--- src/hw/rtl/tvp_pkg.sv ---
// shared types, step codes and constants of the trapezoid velocity profile unit
`timescale 1ns / 1ps
package tvp_pkg;

   localparam int FRAC_BITS_DEF = 16;
   localparam int CSR_IDX_W     = 3;
   localparam int STEP_W        = 5;

   // register indexes
   localparam logic [CSR_IDX_W-1:0] CSR_ACCEL  = 3'd0;
   localparam logic [CSR_IDX_W-1:0] CSR_MAXVEL = 3'd1;
   localparam logic [CSR_IDX_W-1:0] CSR_DECEL  = 3'd2;
   localparam logic [CSR_IDX_W-1:0] CSR_FINAL  = 3'd3;
   localparam logic [CSR_IDX_W-1:0] CSR_BUFFER = 3'd4;
   localparam logic [CSR_IDX_W-1:0] CSR_GOAL   = 3'd5;
   localparam logic [CSR_IDX_W-1:0] CSR_TICK   = 3'd6;

   // controller states, also the datapath step codes
   localparam logic [STEP_W-1:0] ST_IDLE     = 5'd0;
   localparam logic [STEP_W-1:0] ST_DISPATCH = 5'd1;
   localparam logic [STEP_W-1:0] ST_START    = 5'd2;
   localparam logic [STEP_W-1:0] ST_DELTA    = 5'd3;
   localparam logic [STEP_W-1:0] ST_SQX      = 5'd4;
   localparam logic [STEP_W-1:0] ST_SQY      = 5'd5;
   localparam logic [STEP_W-1:0] ST_SUM      = 5'd6;
   localparam logic [STEP_W-1:0] ST_ROOTGO   = 5'd7;
   localparam logic [STEP_W-1:0] ST_ROOTW    = 5'd8;
   localparam logic [STEP_W-1:0] ST_TRAV     = 5'd9;
   localparam logic [STEP_W-1:0] ST_DIST     = 5'd10;
   localparam logic [STEP_W-1:0] ST_DECIDE   = 5'd11;
   localparam logic [STEP_W-1:0] ST_BR1      = 5'd12;
   localparam logic [STEP_W-1:0] ST_BR2      = 5'd13;
   localparam logic [STEP_W-1:0] ST_BR3      = 5'd14;
   localparam logic [STEP_W-1:0] ST_BR4      = 5'd15;
   localparam logic [STEP_W-1:0] ST_RAMP     = 5'd16;
   localparam logic [STEP_W-1:0] ST_DONE     = 5'd17;

   typedef struct packed {
      logic [STEP_W-1:0] step;
      logic              load;
      logic              push;
   } cmd_type;

   typedef struct packed {
      logic is_start;
      logic sqrt_done;
      logic near_goal;
      logic hold;
   } status_type;

endpackage

--- src/hw/rtl/tvp_ctrl.sv ---
// controller state machine sequencing one item through the datapath
`timescale 1ns / 1ps
module tvp_ctrl (
   input  logic                clock,
   input  logic                reset,
   input  logic                in_valid,
   output logic                in_ready,
   input  logic                out_free,
   input  tvp_pkg::status_type status,
   output tvp_pkg::cmd_type    cmd
);
   import tvp_pkg::*;

   logic [STEP_W-1:0] state_ff, state_in;

   always_comb begin
      state_in = state_ff;
      in_ready = (state_ff == ST_IDLE);
      cmd.step = state_ff;
      cmd.load = in_ready & in_valid;
      cmd.push = (state_ff == ST_DONE) & out_free;
      case (state_ff)
         ST_IDLE:     if (in_valid) state_in = ST_DISPATCH;
         ST_DISPATCH: state_in = status.is_start ? ST_START : ST_DELTA;
         ST_START:    state_in = ST_DONE;
         ST_DELTA:    state_in = ST_SQX;
         ST_SQX:      state_in = ST_SQY;
         ST_SQY:      state_in = ST_SUM;
         ST_SUM:      state_in = ST_ROOTGO;
         ST_ROOTGO:   state_in = ST_ROOTW;
         ST_ROOTW:    if (status.sqrt_done) state_in = ST_TRAV;
         ST_TRAV:     state_in = ST_DIST;
         ST_DIST:     state_in = ST_DECIDE;
         ST_DECIDE:   state_in = (status.near_goal | status.hold) ? ST_DONE : ST_BR1;
         ST_BR1:      state_in = ST_BR2;
         ST_BR2:      state_in = ST_BR3;
         ST_BR3:      state_in = ST_BR4;
         ST_BR4:      if (status.sqrt_done) state_in = ST_RAMP;
         ST_RAMP:     state_in = ST_DONE;
         ST_DONE:     if (out_free) state_in = ST_IDLE;
         default:     state_in = ST_IDLE;
      endcase
   end

   always_ff @(posedge clock) begin
      if (reset) begin
         state_ff <= ST_IDLE;
      end else begin
         state_ff <= state_in;
      end
   end
endmodule

--- config.mk ---
export PLATFORM = sky130hd
export DESIGN_NAME = tvp_ctrl
export DESIGN_NICKNAME = d
export VERILOG_FILES = /design/src/hw/rtl/tvp_pkg.sv /design/src/hw/rtl/tvp_ctrl.sv
export SDC_FILE = /design/constraint.sdc
export NUM_CORES = 1
export LEC_CHECK = 0
export BUFFER_PORTS_ARGS = -buffer_cell sky130_fd_sc_hd__buf_2
export CORE_AREA = 10 10 47 49
export CTS_CLUSTER_DIAMETER = 200
export CTS_CLUSTER_SIZE = 10
export DETAILED_ROUTE_END_ITERATION = 10
export DIE_AREA = 0 0 57 59
export SLEW_MARGIN = 20
export SYNTH_ARGS = -nofsm -noshare
export SYNTH_HDL_FRONTEND = slang
export SYNTH_SLANG_ARGS = --single-unit
export TNS_END_PERCENT = 30
--- constraint.sdc ---
create_clock -name clock -period 3.6 [get_ports clock]
set_clock_uncertainty 0.2 [all_clocks]
set_input_delay 0.36 -clock clock [delete_from_list [all_inputs] [get_ports clock]]
set_output_delay 0.36 -clock clock [all_outputs]
set_load 0.03 [all_outputs]
==> results.md <==
Finish:
- The antenna diode count is 0.
- In the final layout, the registers with the most flip-flops are state_ff (5).
- The end-of-flow core utilization is a little over a third.
- The register with the most flip-flops in the layout has 5 of them.
- Fill cells in the final layout number 149.
- state_ff holds more flip-flops than any other register.
- Of the cells placed in the final design, the portion with a size suffix greater than 1 is between 20 and 30%.
- The area growth from synthesis to layout is 22.6%.
- The total number of nets in the final design is 76.

Global route:
- The initial antenna violation count came to 0.
- The number of global-route vias before repair is 411.
- The global-route wire length before repair is between 1500 and 2000 microns.
- The final global-route overflow total is 0.
- The pin count of the biggest net entering global routing is 14.
- The global router's overall resource usage is approximately 6.4%.

Timing:
- The final count of pins violating max slew is 0.
- The transition time at the pin with the least slew margin is 0.467 ns.
- The worst-case setup margin in the final layout is about 1.3 ns.
- The smallest clock period supported by the final layout is computed as approximately 2.3 ns.
- The minimum hold slack is 0.165 ns.
- The fmax is between 400 and 500 MHz.
- Setup violations remaining at the end of the flow were counted as 0.
- The number of hold-slack violations in the final timing report was 0.
- Setup repair after global routing left no endpoint under its margin.
- After layout, the worst path uses 62.7% of the clock period.
- The worst pin sits at a relative slew slack of between 60% and 70%.
- The accumulated negative setup slack is 0 ns.

Setup path:
- At the worst endpoint, the required time is just over 3 ns.
- Across all register-to-register paths, the minimum setup slack is approximately 1.7 ns.
- The endpoint type of the worst setup path is a primary output.
- The kind of critical path is flop to primary output.
- The maximum fanout along the worst path is 13.
- The nature of the critical path startpoint is a flop.
- The worst register-to-register path begins at state_ff[1].
- The endpoint of the worst register-to-register path is state_ff[3].
- Data on the critical path arrives at its endpoint at 1.70 ns.
- Counting cells, the worst reg-to-reg path comes to 4.

Placement:
- At the end of routability-driven placement, the weighted congestion stood at between 0.7 and 0.8.
- In this run the tool buffered the top-level ports with 15 buffer cells.
- After legalization and detailed placement, the total HPWL measured around 820 microns.
- Timing analysis after detailed placement gives a worst setup slack of approximately 1.6 ns.

Floorplanning:
- The placeable core region is 1400 sq um.
- The die covers around 3400 sq um.
- The floorplan has 14 rows.
- From bottom edge to top edge, the die measures around 59 microns.
- The chip width is ~57 microns.
- The number of top-level pins is 16.
- The starting density of the core is between 20 and 30%.

CTS:
- The TritonCTS clock tree is yes.
- Buffers inserted during clock tree synthesis total 3.
- CTS saw 5 sinks.
- The root cell of the clock tree is sky130_fd_sc_hd__clkbuf_4.
- The clock passes through at most 2 buffers.
- The number of H-tree levels is 1.
- The register clock-pin slew on the reported worst setup and hold paths is approximately 0.050 ns.
- The clock insertion delay at the later pin of the skew report is 0.24 ns.
- In this run, post-CTS hold repair placed 0 buffers.
- The number of setup buffers added after CTS is 0.
- The count of cells resized by post-cts repair is 0.

Routing:
- The average vias per placed instance is approximately 5.5.
- The routed design has around 1100 microns of wire.
- The DRC violation count after routing is 0.
- The average wire per standard cell is between 10 and 15 microns.
- The number of detailed-route iterations in the first pass is 4.
- The remaining number of nets flagged by the antenna check after routing is 0.
- The first routing iteration left 18 violations.
- The total number of vias is 456.

Yosys:
- In the synthesized netlist the async set-or-reset flop fraction comes to 0%.
- Sequential cells were found to cover approximately a quarter of the synthesized design area.
- The share of the synthesized area in the top cell type is about 24%.
- The gate count after technology mapping is 53.
- The cell type with the largest total area after synthesis is sky130_fd_sc_hd__dfxtp_1.
- Counting flops and latches in the post-synthesis netlist gives 5.
- The count of unique library cells instantiated by Yosys is 34.
- The yosys synthesis warning count is 0.
- Yosys mapped a number of flops with a built-in enable equal to 0.
- In this run the mean area of a mapped cell was around 7.7 sq um.
- The total nets after synthesis is between 60 and 70.
- By area the synthesized netlist is led by sky130_fd_sc_hd__dfxtp_1, sky130_fd_sc_hd__nor2_1, sky130_fd_sc_hd__a21oi_1, sky130_fd_sc_hd__a2111oi_0, sky130_fd_sc_hd__o32ai_1.
- For this run, the leading register cell type out of synthesis is sky130_fd_sc_hd__dfxtp_1.
- The mapped netlist covers 409 sq um.

Worst hold path:
- The hold path startpoint is reset.
- The endpoint with the worst hold slack is state_ff[1].
- The min-delay analysis places its worst path in the category input port to flop.
- Counting instances, the worst hold path has a depth of 2.

Pwr:
- The leakage power total is between 0.2 and 0.25 nW.
- The total power is about 0.42 mW.
- IR analysis of the VDD net gives a maximum drop of 0.431 mV.
- For this design the ratio of total power to cell area is around 840 nW/um^2.

Run status:
- The flow ran to the end, and the final reports show no timing, DRC or antenna violations.

Flow run:
- The count of maximum capacitance violations is 0.
## worst max-delay path, stage by stage, from the launching register on
cell and delay (ns):
sky130_fd_sc_hd__dfxtp_1 0.43, sky130_fd_sc_hd__or4_4 0.59, sky130_fd_sc_hd__nor2_1 0.12, sky130_fd_sc_hd__and2_1 0.13, sky130_fd_sc_hd__buf_2 0.19
## how the worst max path moves through the flow
stage | from | to | slack [ns] | depth (start not counted)
floorplan | state_ff[1] | cmd[1] | 1.24 | 3
global placement | state_ff[1] | cmd[1] | 1.62 | 4
detailed placement | state_ff[1] | cmd[1] | 1.61 | 4
CTS | state_ff[1] | cmd[1] | 1.34 | 4
global route | state_ff[0] | cmd[0] | 1.19 | 3
finish | state_ff[1] | cmd[1] | 1.34 | 4
## cell families after synthesis
kind of cell	share of synthesized area, %
AOI/OAI and AO/OA	32.4
and+or+nand+nor	25.4
xor gates and xnor gates	2.14
muxes	2.45
DFF	24.5
adders and majority gates	2.45
buffers and inverters	10.7
## per-layer routing
layer  global-route usage (%)  vias up  share of wire, %  wire length (microns)
li1                         -      233                 -                      -
met1                     7.67      206                44                    466
met2                     10.1       15                51                    541
met3                    0.858        2               4.2                     45
met4                     5.03        0               1.1                     12
met5                        0        -                 0                      0
## layout by cell type (no fill, tap or decap)
cell type / instances
sky130_fd_sc_hd__clkbuf_1: 1
sky130_fd_sc_hd__a21o_1: 1
sky130_fd_sc_hd__and3_1: 1
sky130_fd_sc_hd__buf_2: 15
sky130_fd_sc_hd__nor3_1: 1
sky130_fd_sc_hd__a2bb2oi_1: 1
sky130_fd_sc_hd__xor2_1: 1
sky130_fd_sc_hd__nor2_1: 6
sky130_fd_sc_hd__maj3_1: 1
sky130_fd_sc_hd__nand3b_1: 1
sky130_fd_sc_hd__a22oi_1: 1
sky130_fd_sc_hd__o2bb2ai_1: 1
sky130_fd_sc_hd__a21oi_1: 4
sky130_fd_sc_hd__o32ai_1: 2
sky130_fd_sc_hd__nand2_1: 1
sky130_fd_sc_hd__clkbuf_4: 3
sky130_fd_sc_hd__or4_4: 1
sky130_fd_sc_hd__or3_1: 1
sky130_fd_sc_hd__nand4b_1: 1
sky130_fd_sc_hd__mux2i_1: 1
sky130_fd_sc_hd__nor4b_1: 1
sky130_fd_sc_hd__nand3_1: 1
sky130_fd_sc_hd__dfxtp_1: 5
sky130_fd_sc_hd__a2111oi_0: 2
sky130_fd_sc_hd__a211o_1: 1
sky130_fd_sc_hd__and2_0: 1
sky130_fd_sc_hd__o21ai_0: 1
sky130_fd_sc_hd__inv_1: 4
sky130_fd_sc_hd__o22ai_1: 1
sky130_fd_sc_hd__o311ai_0: 1
sky130_fd_sc_hd__and2_1: 1
sky130_fd_sc_hd__nand2b_1: 1
sky130_fd_sc_hd__o32a_1: 1
sky130_fd_sc_hd__a31oi_1: 1
## report_power, final
group	switching (mW)	total (mW)	leakage [nW]	internal, mW
clock network	0.0242	0.0662	0.0150	0.0420
registers	0.0520	0.124	0.0409	0.0723
logic	0.135	0.231	0.161	0.0963
## metrics by stage
| step | cell area, sq um | std cells |
|---|---|---|
| after CTS | 502 | 83 |
| after global placement | 475 | 79 |
| final | 502 | 83 |
| after global routing | 502 | 83 |
| after floorplan | 409 | 53 |
| after detailed placement | 475 | 79 |
## synth_stat cells (all sizes together), types with 2 or more instances
library cell  n
nor2          6
dfxtp         5
a21oi         4
inv           4
buf           3
a2111oi       2
and2          2
clkbuf        2
o32ai         2
## cell type report
class / count / area [sq um] / share of cell area, %
Multi-Input combinational cell: 39 / 265 / 52.9
Tap cell: 16 / 20.0 / 3.99
Sequential cell: 5 / 100 / 20.0
Inverter: 4 / 15.0 / 2.99
Timing Repair Buffer: 15 / 75.1 / 15.0
Clock buffer: 4 / 26.3 / 5.24
(Power assumes the default switching activity.)
